--- src/rtl/core/sctc_pkg.sv ---
`default_nettype none
// ----------------------------------------------------------------------------
// Simulation clock tick controller package
// Shared widths, request and mode codes, channel payloads and the command and
// status groups between the controller and the datapath.
// ----------------------------------------------------------------------------
package sctc_pkg;

  // Widths of time values, counters and configuration words.
  localparam int unsigned TIME_W     = 48;
  localparam int unsigned CFG_W      = 32;
  localparam int unsigned CNT_W      = 32;
  localparam int unsigned APB_ADDR_W = 3;
  localparam int unsigned APB_DATA_W = 32;

  // Serial divider step count and counter width.
  localparam int unsigned DIV_STEPS = TIME_W;
  localparam int unsigned DIV_CNT_W = $clog2(DIV_STEPS + 1);

  // Reset values of the configuration registers.
  localparam logic [CFG_W-1:0] MAX_TICK_RST   = CFG_W'(10000);
  localparam logic [CFG_W-1:0] DEBUG_TICK_RST = CFG_W'(10000);

  // Request kinds. Code 7 is unused and only reports the mode.
  typedef enum logic [2:0] {
    REQ_TICK        = 3'd0,
    REQ_START       = 3'd1,
    REQ_TO_REALTIME = 3'd2,
    REQ_TO_DEBUG    = 3'd3,
    REQ_TERMINATE   = 3'd4,
    REQ_GRANT       = 3'd5,
    REQ_EXPORT      = 3'd6
  } req_type_e;

  // Clock modes.
  typedef enum logic [1:0] {
    MODE_REALTIME   = 2'd0,
    MODE_DEBUG      = 2'd1,
    MODE_TERMINATED = 2'd2
  } mode_e;

  // Configuration register indexes, taken from paddr[2].
  typedef enum logic {
    REG_MAX_TICK   = 1'b0,
    REG_DEBUG_TICK = 1'b1
  } reg_idx_e;

  // Request payload.
  typedef struct packed {
    logic [2:0]        req_type;
    logic [TIME_W-1:0] now_us;
    logic              cold_start;
    logic [CNT_W-1:0]  tick_count;
  } req_t;

  // Result payload.
  typedef struct packed {
    logic [CFG_W-1:0]  interval_us;
    logic              ok;
    logic [1:0]        mode;
    logic [TIME_W-1:0] total_ticks;
    logic [TIME_W-1:0] ingame_us;
    logic [TIME_W-1:0] realtime_us;
    logic [TIME_W-1:0] deviation_us;
    logic [TIME_W-1:0] avg_tick_us;
  } rsp_t;

  // Commands from the controller to the datapath.
  typedef struct packed {
    logic load_req;
    logic exec;
    logic div_start;
    logic tick_s1;
    logic tick_s2;
    logic tick_s3;
    logic tick_s4;
    logic tick_s5;
    logic avg_load;
    logic out_load;
  } ctrl_cmd_t;

  // Status from the datapath to the controller.
  typedef struct packed {
    logic [2:0] req_type;
    logic       terminated;
    logic       div_needed;
    logic       div_done;
  } ctrl_sts_t;

endpackage
`default_nettype wire

--- src/rtl/core/sctc_if.sv ---
`default_nettype none
// ----------------------------------------------------------------------------
// Simulation clock tick controller channels
// Valid/ready channels for requests and for results.
// ----------------------------------------------------------------------------
interface sctc_req_if import sctc_pkg::*; ();
  logic valid;
  logic ready;
  req_t payload;

  modport source (output valid, output payload, input ready);
  modport sink   (input valid, input payload, output ready);
endinterface

interface sctc_rsp_if import sctc_pkg::*; ();
  logic valid;
  logic ready;
  rsp_t payload;

  modport source (output valid, output payload, input ready);
  modport sink   (input valid, input payload, output ready);
endinterface
`default_nettype wire

--- src/rtl/core/sim_clock_tick_controller.sv ---
`default_nettype none
// ----------------------------------------------------------------------------
// Simulation clock tick controller
// Keeps a simulated clock in real-time, debug or terminated mode.
// ----------------------------------------------------------------------------
// Requests arrive on req_i and each produces exactly one result on rsp_o; both
// channels transfer when valid and ready are high at a rising clock edge.
// max_tick_us (address 0) and debug_tick_us (address 4) are written through
// the APB port, which never waits.
// One request is processed at a time. A result is loaded into the output
// register after decode for mode changes, grants, start, terminate, unused
// codes, ticks in terminated mode and exports with no ticks in the period;
// after five tick steps for a tick; and, for an export that needs the
// average, after the 48-step serial divider. req_i is ready again in the
// cycle after the result is loaded.
// While the receiver stalls, the output register holds its result and the
// block still takes and processes one more request, which then waits until
// the output register frees.
// Reset returns the clock to real-time mode with all counters at zero and the
// configuration registers at 10000.
// ----------------------------------------------------------------------------
module sim_clock_tick_controller import sctc_pkg::*; (
  input  wire logic                  clk_i,
  input  wire logic                  rst_ni,
  sctc_req_if.sink                   req_i,
  sctc_rsp_if.source                 rsp_o,
  input  wire logic                  psel,
  input  wire logic                  penable,
  input  wire logic                  pwrite,
  input  wire logic [APB_ADDR_W-1:0] paddr,
  input  wire logic [APB_DATA_W-1:0] pwdata,
  output logic [APB_DATA_W-1:0]      prdata,
  output logic                       pready
);

  logic [CFG_W-1:0] max_tick_q, max_tick_d;
  logic [CFG_W-1:0] debug_tick_q, debug_tick_d;
  logic             cfg_wr;
  ctrl_cmd_t        cmd;
  ctrl_sts_t        sts;

  // Configuration register writes in the APB access phase.
  assign cfg_wr = psel & penable & pwrite;

  always_comb begin
    max_tick_d   = max_tick_q;
    debug_tick_d = debug_tick_q;
    if (cfg_wr) begin
      unique case (paddr[2])
        REG_MAX_TICK:   max_tick_d   = pwdata[CFG_W-1:0];
        REG_DEBUG_TICK: debug_tick_d = pwdata[CFG_W-1:0];
        default: begin
        end
      endcase
    end
  end

  always_ff @(posedge clk_i or negedge rst_ni) begin
    if (!rst_ni) begin
      max_tick_q   <= MAX_TICK_RST;
      debug_tick_q <= DEBUG_TICK_RST;
    end else begin
      max_tick_q   <= max_tick_d;
      debug_tick_q <= debug_tick_d;
    end
  end

  // Register read-back.
  always_comb begin
    unique case (paddr[2])
      REG_MAX_TICK:   prdata = APB_DATA_W'(max_tick_q);
      REG_DEBUG_TICK: prdata = APB_DATA_W'(debug_tick_q);
      default:        prdata = '0;
    endcase
  end

  assign pready = 1'b1;

  sctc_ctrl u_ctrl (
    .clk_i       (clk_i),
    .rst_ni      (rst_ni),
    .in_valid_i  (req_i.valid),
    .in_ready_o  (req_i.ready),
    .out_valid_o (rsp_o.valid),
    .out_ready_i (rsp_o.ready),
    .sts_i       (sts),
    .cmd_o       (cmd)
  );

  sctc_dp u_dp (
    .clk_i        (clk_i),
    .rst_ni       (rst_ni),
    .cmd_i        (cmd),
    .req_i        (req_i.payload),
    .max_tick_i   (max_tick_q),
    .debug_tick_i (debug_tick_q),
    .sts_o        (sts),
    .rsp_o        (rsp_o.payload)
  );

endmodule
`default_nettype wire

--- src/rtl/core/sctc_div.sv ---
`default_nettype none
// ----------------------------------------------------------------------------
// Serial divider
// Restoring unsigned division, one quotient bit per cycle.
// ----------------------------------------------------------------------------
module sctc_div import sctc_pkg::*; (
  input  wire logic              clk_i,
  input  wire logic              rst_ni,
  input  wire logic              start_i,
  input  wire logic [TIME_W-1:0] dividend_i,
  input  wire logic [TIME_W-1:0] divisor_i,
  output logic                   done_o,
  output logic [TIME_W-1:0]      quotient_o
);

  logic                 busy_q, busy_d;
  logic                 done_q, done_d;
  logic [DIV_CNT_W-1:0] cnt_q, cnt_d;
  logic [TIME_W-1:0]    rem_q, rem_d;
  logic [TIME_W-1:0]    quo_q, quo_d;
  logic [TIME_W-1:0]    dvs_q, dvs_d;
  logic [TIME_W:0]      rem_sh;
  logic [TIME_W+1:0]    trial;

  // Shift the next dividend bit into the remainder and try the subtraction.
  assign rem_sh = {rem_q, quo_q[TIME_W-1]};
  assign trial  = {1'b0, rem_sh} - {2'b00, dvs_q};

  always_comb begin
    busy_d = busy_q;
    done_d = 1'b0;
    cnt_d  = cnt_q;
    rem_d  = rem_q;
    quo_d  = quo_q;
    dvs_d  = dvs_q;
    if (start_i) begin
      busy_d = 1'b1;
      cnt_d  = DIV_CNT_W'(DIV_STEPS);
      rem_d  = '0;
      quo_d  = dividend_i;
      dvs_d  = divisor_i;
    end else if (busy_q) begin
      if (trial[TIME_W+1]) begin
        rem_d = rem_sh[TIME_W-1:0];
        quo_d = {quo_q[TIME_W-2:0], 1'b0};
      end else begin
        rem_d = trial[TIME_W-1:0];
        quo_d = {quo_q[TIME_W-2:0], 1'b1};
      end
      cnt_d = cnt_q - DIV_CNT_W'(1);
      if (cnt_q == DIV_CNT_W'(1)) begin
        busy_d = 1'b0;
        done_d = 1'b1;
      end
    end
  end

  // Control state.
  always_ff @(posedge clk_i or negedge rst_ni) begin
    if (!rst_ni) begin
      busy_q <= 1'b0;
      done_q <= 1'b0;
      cnt_q  <= '0;
    end else begin
      busy_q <= busy_d;
      done_q <= done_d;
      cnt_q  <= cnt_d;
    end
  end

  // Operand and partial result registers.
  always_ff @(posedge clk_i) begin
    rem_q <= rem_d;
    quo_q <= quo_d;
    dvs_q <= dvs_d;
  end

  assign done_o     = done_q;
  assign quotient_o = quo_q;

endmodule
`default_nettype wire

--- src/rtl/core/sctc_dp.sv ---
`default_nettype none
// ----------------------------------------------------------------------------
// Simulation clock tick controller datapath
// Clock state, tick arithmetic in five steps, statistics and result registers.
// ----------------------------------------------------------------------------
module sctc_dp import sctc_pkg::*; (
  input  wire logic             clk_i,
  input  wire logic             rst_ni,
  input  wire ctrl_cmd_t        cmd_i,
  input  wire req_t             req_i,
  input  wire logic [CFG_W-1:0] max_tick_i,
  input  wire logic [CFG_W-1:0] debug_tick_i,
  output ctrl_sts_t             sts_o,
  output rsp_t                  rsp_o
);

  // Clock state.
  mode_e             mode_q, mode_d;
  logic [TIME_W-1:0] started_q, started_d;
  logic [TIME_W-1:0] game_q, game_d;
  logic [TIME_W-1:0] slip_q, slip_d;
  logic [CNT_W-1:0]  ticks_left_q, ticks_left_d;
  logic [TIME_W-1:0] tick_total_q, tick_total_d;
  logic [TIME_W-1:0] period_ticks_q, period_ticks_d;
  logic [TIME_W-1:0] period_time_q, period_time_d;

  // Request and tick working registers.
  req_t              req_q, req_d;
  logic [TIME_W-1:0] elapsed_q, elapsed_d;
  logic [TIME_W-1:0] expect_q, expect_d;
  logic [TIME_W-1:0] lag_q, lag_d;
  logic [TIME_W-1:0] excess_q, excess_d;
  logic [TIME_W-1:0] sum_q, sum_d;
  logic [CFG_W-1:0]  dt_q, dt_d;
  logic [CFG_W-1:0]  sub_q, sub_d;
  rsp_t              pend_q, pend_d;
  rsp_t              out_q, out_d;

  logic [TIME_W:0]   lag_diff;
  logic [TIME_W:0]   over_diff;
  logic [TIME_W:0]   sat_diff;
  logic              div_done;
  logic [TIME_W-1:0] div_quo;

  // Borrow of each subtraction doubles as the compare.
  assign lag_diff  = {1'b0, elapsed_q} - {1'b0, expect_q};
  assign over_diff = {1'b0, lag_q} - {1'b0, TIME_W'(max_tick_i)};
  assign sat_diff  = {1'b0, sum_q} - {1'b0, TIME_W'(sub_q)};

  sctc_div u_div (
    .clk_i      (clk_i),
    .rst_ni     (rst_ni),
    .start_i    (cmd_i.div_start),
    .dividend_i (period_time_q),
    .divisor_i  (period_ticks_q),
    .done_o     (div_done),
    .quotient_o (div_quo)
  );

  always_comb begin
    mode_d         = mode_q;
    started_d      = started_q;
    game_d         = game_q;
    slip_d         = slip_q;
    ticks_left_d   = ticks_left_q;
    tick_total_d   = tick_total_q;
    period_ticks_d = period_ticks_q;
    period_time_d  = period_time_q;
    req_d          = req_q;
    elapsed_d      = elapsed_q;
    expect_d       = expect_q;
    lag_d          = lag_q;
    excess_d       = excess_q;
    sum_d          = sum_q;
    dt_d           = dt_q;
    sub_d          = sub_q;
    pend_d         = pend_q;
    out_d          = out_q;

    // Capture the accepted request.
    if (cmd_i.load_req) begin
      req_d = req_i;
    end

    // Mode changes, grants, start and the statistics snapshot.
    if (cmd_i.exec) begin
      pend_d = '0;
      unique case (req_q.req_type)
        REQ_START: begin
          if (req_q.cold_start) begin
            mode_d = MODE_DEBUG;
          end
          started_d = req_q.now_us;
          game_d    = '0;
          slip_d    = '0;
        end
        REQ_TO_REALTIME: begin
          if (mode_q == MODE_REALTIME) begin
            pend_d.ok = 1'b1;
          end else if (mode_q == MODE_DEBUG && ticks_left_q == '0) begin
            mode_d    = MODE_REALTIME;
            pend_d.ok = 1'b1;
          end
        end
        REQ_TO_DEBUG: begin
          if (mode_q == MODE_REALTIME || mode_q == MODE_DEBUG) begin
            mode_d    = MODE_DEBUG;
            pend_d.ok = 1'b1;
          end
        end
        REQ_TERMINATE: begin
          mode_d = MODE_TERMINATED;
        end
        REQ_GRANT: begin
          if (mode_q == MODE_DEBUG && ticks_left_q == '0) begin
            ticks_left_d = req_q.tick_count;
            pend_d.ok    = 1'b1;
          end
        end
        REQ_EXPORT: begin
          pend_d.total_ticks  = tick_total_q;
          pend_d.ingame_us    = game_q;
          pend_d.realtime_us  = req_q.now_us - started_q;
          pend_d.deviation_us = slip_q;
          period_ticks_d      = '0;
          period_time_d       = '0;
        end
        default: begin
        end
      endcase
      pend_d.mode = mode_d;
    end

    // Tick step 1: elapsed real time and expected time.
    if (cmd_i.tick_s1) begin
      elapsed_d = req_q.now_us - started_q;
      expect_d  = game_q + slip_q;
    end

    // Tick step 2: lag, with real time behind expected time read as no lag.
    if (cmd_i.tick_s2) begin
      lag_d = lag_diff[TIME_W] ? '0 : lag_diff[TIME_W-1:0];
    end

    // Tick step 3: interval to issue and slip to book.
    if (cmd_i.tick_s3) begin
      if (mode_q == MODE_REALTIME) begin
        if (!over_diff[TIME_W] && over_diff[TIME_W-1:0] != '0) begin
          excess_d = over_diff[TIME_W-1:0];
          dt_d     = max_tick_i;
        end else begin
          excess_d = '0;
          dt_d     = lag_q[CFG_W-1:0];
        end
        sub_d          = '0;
        tick_total_d   = tick_total_q + TIME_W'(1);
        period_ticks_d = period_ticks_q + TIME_W'(1);
      end else begin
        excess_d = lag_q;
        if (ticks_left_q != '0) begin
          dt_d           = debug_tick_i;
          ticks_left_d   = ticks_left_q - CNT_W'(1);
          tick_total_d   = tick_total_q + TIME_W'(1);
          period_ticks_d = period_ticks_q + TIME_W'(1);
        end else begin
          dt_d = '0;
        end
        sub_d = dt_d;
      end
    end

    // Tick step 4: advance in-game time and add the slip.
    if (cmd_i.tick_s4) begin
      sum_d              = slip_q + excess_q;
      game_d             = game_q + TIME_W'(dt_q);
      period_time_d      = period_time_q + TIME_W'(dt_q);
      pend_d.interval_us = dt_q;
    end

    // Tick step 5: store the new slip; in debug mode the issued interval comes
    // off it, and it saturates at zero.
    if (cmd_i.tick_s5) begin
      slip_d = sat_diff[TIME_W] ? '0 : sat_diff[TIME_W-1:0];
    end

    // Average tick length from the divider.
    if (cmd_i.avg_load) begin
      pend_d.avg_tick_us = div_quo;
    end

    // Move the finished result to the output register.
    if (cmd_i.out_load) begin
      out_d = pend_q;
    end
  end

  // Clock state registers.
  always_ff @(posedge clk_i or negedge rst_ni) begin
    if (!rst_ni) begin
      mode_q         <= MODE_REALTIME;
      started_q      <= '0;
      game_q         <= '0;
      slip_q         <= '0;
      ticks_left_q   <= '0;
      tick_total_q   <= '0;
      period_ticks_q <= '0;
      period_time_q  <= '0;
    end else begin
      mode_q         <= mode_d;
      started_q      <= started_d;
      game_q         <= game_d;
      slip_q         <= slip_d;
      ticks_left_q   <= ticks_left_d;
      tick_total_q   <= tick_total_d;
      period_ticks_q <= period_ticks_d;
      period_time_q  <= period_time_d;
    end
  end

  // Working and result registers.
  always_ff @(posedge clk_i) begin
    req_q     <= req_d;
    elapsed_q <= elapsed_d;
    expect_q  <= expect_d;
    lag_q     <= lag_d;
    excess_q  <= excess_d;
    sum_q     <= sum_d;
    dt_q      <= dt_d;
    sub_q     <= sub_d;
    pend_q    <= pend_d;
    out_q     <= out_d;
  end

  assign sts_o.req_type   = req_q.req_type;
  assign sts_o.terminated = (mode_q == MODE_TERMINATED);
  assign sts_o.div_needed = (period_ticks_q != '0);
  assign sts_o.div_done   = div_done;
  assign rsp_o            = out_q;

endmodule
`default_nettype wire

--- src/rtl/core/sctc_ctrl.sv ---
`default_nettype none
// ----------------------------------------------------------------------------
// Simulation clock tick controller sequencer
// Walks each request through decode, tick steps or division, and hands the
// result to the output register.
// ----------------------------------------------------------------------------
module sctc_ctrl import sctc_pkg::*; (
  input  wire logic      clk_i,
  input  wire logic      rst_ni,
  input  wire logic      in_valid_i,
  output logic           in_ready_o,
  output logic           out_valid_o,
  input  wire logic      out_ready_i,
  input  wire ctrl_sts_t sts_i,
  output ctrl_cmd_t      cmd_o
);

  localparam logic [3:0] S_IDLE   = 4'd0;
  localparam logic [3:0] S_DECODE = 4'd1;
  localparam logic [3:0] S_T1     = 4'd2;
  localparam logic [3:0] S_T2     = 4'd3;
  localparam logic [3:0] S_T3     = 4'd4;
  localparam logic [3:0] S_T4     = 4'd5;
  localparam logic [3:0] S_T5     = 4'd6;
  localparam logic [3:0] S_DIV    = 4'd7;
  localparam logic [3:0] S_PEND   = 4'd8;

  logic [3:0] state_q, state_d;
  logic       out_valid_q, out_valid_d;

  // Next state and commands.
  always_comb begin
    state_d    = state_q;
    cmd_o      = '0;
    in_ready_o = 1'b0;
    unique case (state_q)
      S_IDLE: begin
        in_ready_o = 1'b1;
        if (in_valid_i) begin
          cmd_o.load_req = 1'b1;
          state_d        = S_DECODE;
        end
      end
      S_DECODE: begin
        cmd_o.exec = 1'b1;
        if (sts_i.req_type == REQ_TICK && !sts_i.terminated) begin
          state_d = S_T1;
        end else if (sts_i.req_type == REQ_EXPORT && sts_i.div_needed) begin
          cmd_o.div_start = 1'b1;
          state_d         = S_DIV;
        end else begin
          state_d = S_PEND;
        end
      end
      S_T1: begin
        cmd_o.tick_s1 = 1'b1;
        state_d       = S_T2;
      end
      S_T2: begin
        cmd_o.tick_s2 = 1'b1;
        state_d       = S_T3;
      end
      S_T3: begin
        cmd_o.tick_s3 = 1'b1;
        state_d       = S_T4;
      end
      S_T4: begin
        cmd_o.tick_s4 = 1'b1;
        state_d       = S_T5;
      end
      S_T5: begin
        cmd_o.tick_s5 = 1'b1;
        state_d       = S_PEND;
      end
      S_DIV: begin
        if (sts_i.div_done) begin
          cmd_o.avg_load = 1'b1;
          state_d        = S_PEND;
        end
      end
      S_PEND: begin
        if (!out_valid_q || out_ready_i) begin
          cmd_o.out_load = 1'b1;
          state_d        = S_IDLE;
        end
      end
      default: begin
        state_d = S_IDLE;
      end
    endcase
  end

  // Output register occupancy.
  always_comb begin
    out_valid_d = out_valid_q;
    if (cmd_o.out_load) begin
      out_valid_d = 1'b1;
    end else if (out_ready_i) begin
      out_valid_d = 1'b0;
    end
  end

  always_ff @(posedge clk_i or negedge rst_ni) begin
    if (!rst_ni) begin
      state_q     <= S_IDLE;
      out_valid_q <= 1'b0;
    end else begin
      state_q     <= state_d;
      out_valid_q <= out_valid_d;
    end
  end

  assign out_valid_o = out_valid_q;

endmodule
`default_nettype wire

--- src/flat_wrapper.sv ---
// flat-port wrapper written by rule: the top's interface ports become plain ports
module sim_clock_tick_controller_flat import sctc_pkg::*;
  (clk_i, rst_ni, psel, penable, pwrite, paddr, pwdata, prdata, pready, req_i_valid, req_i_payload, req_i_ready, rsp_o_valid, rsp_o_payload, rsp_o_ready);
  sctc_req_if req_i_i ();
  sctc_rsp_if rsp_o_i ();
  input  wire logic clk_i;
  input  wire logic rst_ni;
  input  wire logic psel;
  input  wire logic penable;
  input  wire logic pwrite;
  input  wire logic [APB_ADDR_W-1:0] paddr;
  input  wire logic [APB_DATA_W-1:0] pwdata;
  output logic [APB_DATA_W-1:0] prdata;
  output logic pready;
  input wire logic [$bits(req_i_i.valid)-1:0] req_i_valid;
  input wire logic [$bits(req_i_i.payload)-1:0] req_i_payload;
  output wire logic [$bits(req_i_i.ready)-1:0] req_i_ready;
  output wire logic [$bits(rsp_o_i.valid)-1:0] rsp_o_valid;
  output wire logic [$bits(rsp_o_i.payload)-1:0] rsp_o_payload;
  input wire logic [$bits(rsp_o_i.ready)-1:0] rsp_o_ready;
  assign req_i_i.valid = req_i_valid;
  assign req_i_i.payload = req_i_payload;
  assign req_i_ready = req_i_i.ready;
  assign rsp_o_valid = rsp_o_i.valid;
  assign rsp_o_payload = rsp_o_i.payload;
  assign rsp_o_i.ready = rsp_o_ready;
  sim_clock_tick_controller u_core (.clk_i(clk_i), .rst_ni(rst_ni), .req_i(req_i_i), .rsp_o(rsp_o_i), .psel(psel), .penable(penable), .pwrite(pwrite), .paddr(paddr), .pwdata(pwdata), .prdata(prdata), .pready(pready));
endmodule
--- config.mk ---
export PLATFORM = sky130hd
export DESIGN_NAME = sim_clock_tick_controller_flat
export DESIGN_NICKNAME = d
export VERILOG_FILES = /design/src/rtl/core/sctc_pkg.sv /design/src/rtl/core/sctc_if.sv /design/src/rtl/core/sim_clock_tick_controller.sv /design/src/rtl/core/sctc_div.sv /design/src/rtl/core/sctc_dp.sv /design/src/rtl/core/sctc_ctrl.sv /design/src/flat_wrapper.sv
export SDC_FILE = /design/constraint.sdc
export NUM_CORES = 2
export LEC_CHECK = 0
export ABC_AREA = 1
export BUFFER_PORTS_ARGS = -buffer_cell sky130_fd_sc_hd__buf_2
export CORE_MARGIN = 2
export CORE_UTILIZATION = 45
export DETAILED_ROUTE_END_ITERATION = 16
export GPL_TIMING_DRIVEN = 0
export HOLD_SLACK_MARGIN = 0.12
export PLACE_DENSITY = 0.73
export SLEW_MARGIN = 15
export SYNTH_ARGS = -nofsm -noshare
export SYNTH_HDL_FRONTEND = slang
export SYNTH_SLANG_ARGS = --single-unit
export TNS_END_PERCENT = 20
--- constraint.sdc ---
create_clock -name clk_i -period 34.7 [get_ports clk_i]
set_clock_uncertainty 0.2 [all_clocks]
set_input_delay 5.205 -clock clk_i [delete_from_list [all_inputs] [get_ports clk_i]]
set_output_delay 5.205 -clock clk_i [all_outputs]
set_load 0.1 [all_outputs]
After elaboration in Yosys (flattened, before gate mapping)
Index checks and enable logic that the tools add are counted.

operators by class
  mux-type cells = 75
  order comparisons = 0
  add/sub/neg operators = 13
  shift operators = 0
  reduce and logical (&&, ||, !) cells = 33
  equality and inequality tests = 20
  multipliers = 0
  bitwise operators = 3
  divide/modulo/power cells = 0

operators with widths
  cell                                                                   count
  48-bit two-way mux                                                     21
  32-bit two-way mux                                                     10
  275-bit two-way mux                                                    1
  192-bit two-way mux                                                    1
  48-bit by 32-bit subtractor with 49-bit output                         2
  48-bit by 1-bit adder with 48-bit output (second input constant)       2
  48-bit by 32-bit adder with 48-bit output                              2
  48-bit adder                                                           2
  48-bit nonzero test                                                    2
  32-bit case mux with 2 select lines                                    1
  49-bit by 48-bit subtractor with 50-bit output                         1
  48-bit by 48-bit subtractor with 49-bit output                         1
  48-bit subtractor                                                      1
  4-bit case mux with 9 select lines                                     1
  32-bit zero test                                                       1
  32-bit nonzero test                                                    1
  32-bit by 1-bit subtractor with 32-bit output (second input constant)  1
  1-bit two-way mux                                                      26
  4-bit two-way mux                                                      5
  2-bit nonzero test                                                     9
  4-bit by 3-bit == test with 1-bit output (second input constant)       4
  2-bit AND reduction                                                    7
  6-bit two-way mux                                                      2
  2-bit two-way mux                                                      5
  other kinds (22)                                                       35

word-level totals
  output and inout port bits = 310
  latch bits = 0
  register bits = 1481
  ROM bits = 0
  memories = 0
  bits in writable memories = 0
  input bits = 126

Depth between registers and ports, before layout
  word-level depth = 9
  depth in mapped cells = 25
  depth with buffers taken out = 24

By module
Synthesis repeated with hierarchy kept, for this count alone.

unflattened totals
  cell total of the unflattened synthesis = 9745
  area, all modules = 82845.7 um^2

modules (own cells, without submodules)
  module                     area an instance (um^2)  cells an instance  times used
  sctc_dp                    68842.3                  7707               1
  sctc_div                   10550.1                  1585               1
  sim_clock_tick_controller  3030.4                   386                1
  sctc_ctrl                  422.9                    67                 1

Worst setup path after synthesis
OpenSTA, ideal clock, no wires.

  path type = in2reg
  from = input rsp_o_ready
  to = register u_core.u_dp.out_q, in the netlist u_core.u_dp.rsp_o[0], enable pin
  stages = 2
  arrival = 16.626 ns
  library setup time = 0.915 ns
  slack = 16.959 ns
  cell sequence = nor2_1 -> nor2_1

RTL lines
  item                    line                source
  start: declaration      flat_wrapper.sv:20  input wire logic [$bits(rsp_o_i.ready)-1:0] rsp_o_ready;
  end signal: assignment  sctc_dp.sv:231      out_q <= out_d;
  end: declaration        sctc_dp.sv:37       rsp_t out_q, out_d;

Worst setup path in the final report
  from = input paddr[2]
  to = output prdata[19]

between the ends
  word-level cells in the longest chain between the ends = 2

ends and longest elaborated chain
  item                                     line                             source
  start: declaration                       flat_wrapper.sv:11               input wire logic [APB_ADDR_W-1:0] paddr;
  1-bit NOT (no line)                      n/a
  32-bit case mux with 2 select lines (*)  sim_clock_tick_controller.sv:70  unique case (paddr[2])
  end: declaration                         flat_wrapper.sv:13               output logic [APB_DATA_W-1:0] prdata;

Mark *: on every way between the ends. The rest lies on a longest branch, timed or not.

==> results.toml <==
[global_routing]
antenna_found_initial = 14
grt_pass1_vias = 65300
grt_use_total = 0.287
overflow = 0
grt_max_degree = 98
grt_pass1_wl_um = 397000

[clocking]
clockRootBuffer = "clkbuf_16"
worst_skew_pair.late_latency_ns = 0.84
cts.sinks = 1481
number_of_cts_inserted_buffers = 157
htree_num_levels = 4
clock_tree_from_tritoncts = "done"
clock_path_buffers = 3
cts_hold_repair.buffers = 0
post_cts_resized = 0
clkTransAtPathRegs_ns = 0.06
cts_setup_buffers = 0

[power]
worst_supply_voltage_drop_on_vdd_v = 0.0000487
power.total_mw = 8.24
p_leak_nw = 40.9
pwr_density_cell_mw_per_mm2 = 89.0

[routing]
vias = 67400
drt-pass1-iter-count = 7
route.detailed.wl_per_inst_um = 21.6
antenna_left = 0
routed_via_density = 5.42
drt_iter0_drc = 6930
drc = 0
route.final.wire_length_um = 268000

[floorplan]
initial_utilization = 0.453
die_area_mm2 = 0.183
die_h_um = 428
core_area_mm2 = 0.179
pin_count = 436
dieWidth_um = 428
rows = 155

[synthesis]
synth_enable_flop_cells = 1034
postSynth.asyncResetShare = 0.269
synth_top_flop_cell = "edfxtp_1"
avgSynthCellArea_um2 = 8.71
synth_sequential_area_ratio = 0.519
synth.cell_area_mm2 = 0.0809
synth_cells = 9298
syn_nets = 9804
count_of_yosys_warnings_during_synthesis = 0
post_synth_num_cell_types = 66
ys_seq_elements = 1481

[sta]
finalCriticalPeriod_ns = 12.32
max_slew_margin = 0.228
setup_viol_count_final = 0
hold_violations = 0
hold_slack_ns = 0.210
worst-slew-pin-transition_ns = 1.16
fmax_mhz = 81.2
drv_slew = 0
setup-tns-final_ns = 0
final.setup.worst_slack_ns = 22.38
min_period_over_period = 0.355
grt_setup_unrepaired = "no"

[finish]
final_cell_mix = "nand2_1, inv_1, nor2_1, edfxtp_1, o21ai_0"
mostFrequentLayoutCell = "nand2_1"
area_growth_syn_to_layout_pct = 14.3
utilization = 0.518
finalNetCount = 10500
drive_above_1_share = 0.0848

[setup_path]
cp.required_ns = 29.30
crit_start = "paddr[2]"
worst_setup_path_endpoint = "prdata[19]"
worstPathArrival_ns = 6.91
setup.worst_path.class = "in2out"
worst-r2r-setup-slack_ns = 29.96
worst_setup_path_end_kind = "output pin"
worst-path-max-fanout = 10
start_kind = "primary input"
worstReg2RegStart = "u_core.u_dp.lag_q[0]"
r2r-end = "u_core.u_dp.dt_q[30]"
rr_worst_depth = 24

[outcome]
run_status = "finished clean"

[placement]
gpl.final_weighted_congestion = 0.998
post-dp-hpwl_um = 218000
pre_cts_setup_slack_ns = 22.40
io_buffers = 431

[min_path]
hold_class = "reg2reg"

[run]
max-cap-violations = 0
-- worst min path at each step --
| stage | start | to | slack, ns | depth (start not counted) |
|---|---|---|---|---|
| global placement | u_core.u_dp.pend_q[179] | u_core.u_dp.rsp_o[179] | 0.20 | 0 |
| global route | u_core.u_dp.pend_q[273] | u_core.u_dp.rsp_o[273] | 0.22 | 0 |
| finish | u_core.u_dp.pend_q[127] | u_core.u_dp.rsp_o[127] | 0.21 | 0 |
| floorplan | u_core.u_dp.pend_q[0] | u_core.u_dp.rsp_o[0] | 0.20 | 0 |
| CTS | u_core.u_dp.pend_q[127] | u_core.u_dp.rsp_o[127] | 0.21 | 0 |
| detailed placement | u_core.u_dp.pend_q[103] | u_core.u_dp.rsp_o[103] | 0.20 | 0 |
-- cells by family (layout without fill, tap and decap cells) --
| kind of cell | Yosys count | after routing | share of synthesized area |
|---|---|---|---|
| compound gates | 1742 | 1742 | 0.120 |
| mux | 6 | 6 | 0.000742 |
| fa+ha+maj | 380 | 380 | 0.0596 |
| other cells | 1 | 2 | 0.0000463 |
| xor+xnor | 342 | 342 | 0.0370 |
| simple gates | 3601 | 3601 | 0.182 |
| buf+inv | 1745 | 2525 | 0.0821 |
| flops | 1481 | 1481 | 0.519 |
-- synthesized netlist by cell type (22+ instances only) --
cell      instances  area (µm²)
a21o_1           35         263
nand3_1         323        1620
nand2_1        1864        7000
dfxtp_1          48         961
ha_1            371        4640
or2_2            23         144
xnor2_1         121        1060
o22ai_1         103         644
nor3_1          134         671
nand4_1          81         507
o21ai_0         665        3330
buf_2            26         130
a21boi_0         22         165
o21bai_1         24         180
nor4_1           61         382
xor2_1          221        1940
o211ai_1         48         360
edfxtp_1       1034       31000
a211oi_1         23         173
o21a_1           37         278
a21oi_1         586        2930
dfrtp_1         389        9730
clkbuf_1        126         473
a31oi_1         130         813
nor2_1         1047        3930
inv_1          1568        5890
-- power by group --
part	internal [mW]	switching [mW]
sequential	2.52	0.340
clock	1.04	0.730
combinational	1.01	2.60
total	4.57	3.67
-- critical path: stages --
cell	delay, ns
clkbuf_1	0.49
clkbuf_1	0.42
nand2_1	0.08
o21ai_0	0.19
buf_2	0.51
-- sequential cells by signal, indices dropped and copies added, names as in the netlist, 48 cells and up --
| signal | count |
|---|---|
| u_core.u_dp.elapsed_q | 48 |
| u_core.u_dp.excess_q | 48 |
| u_core.u_dp.expect_q | 48 |
| u_core.u_dp.game_q | 48 |
| u_core.u_dp.lag_q | 48 |
| u_core.u_dp.pend_q | 275 |
| u_core.u_dp.period_ticks_q | 48 |
| u_core.u_dp.period_time_q | 48 |
| u_core.u_dp.req_q | 81 |
| u_core.u_dp.rsp_o | 275 |
| u_core.u_dp.slip_q | 48 |
| u_core.u_dp.started_q | 48 |
| u_core.u_dp.sum_q | 48 |
| u_core.u_dp.tick_total_q | 48 |
| u_core.u_dp.u_div.dvs_q | 48 |
| u_core.u_dp.u_div.quotient_o | 48 |
| u_core.u_dp.u_div.rem_q | 48 |
-- cell type report --
cell class	instances	area, µm²
Multi-Input combinational cell	6072	32300
Sequential cell	1481	42000
Antenna cell	1	2.50
Fill cell	16500	86100
Timing Repair Buffer	488	3140
Clock inverter	86	1080
Buffer	172	744
Tap cell	2355	2950
Inverter	1573	5900
Clock buffer	206	4390
-- per-stage QoR --
stage / area [µm²] / std cells
3_5_place_dp: 87100 / 12100
2_1_floorplan: 80900 / 9298
5_1_grt: 92600 / 12400
6_report: 92600 / 12400
4_1_cts: 92500 / 12400
3_3_place_gp: 86100 / 12100
-- layer usage --
metal  wire, µm  vias up  GRT usage
li1           -    32300          -
met5         13        -          0
met3      16800      519     0.0362
met1     115000    32000      0.385
met4      14100        2      0.138
met2     123000     2610      0.461
(Power assumes the default switching activity.)
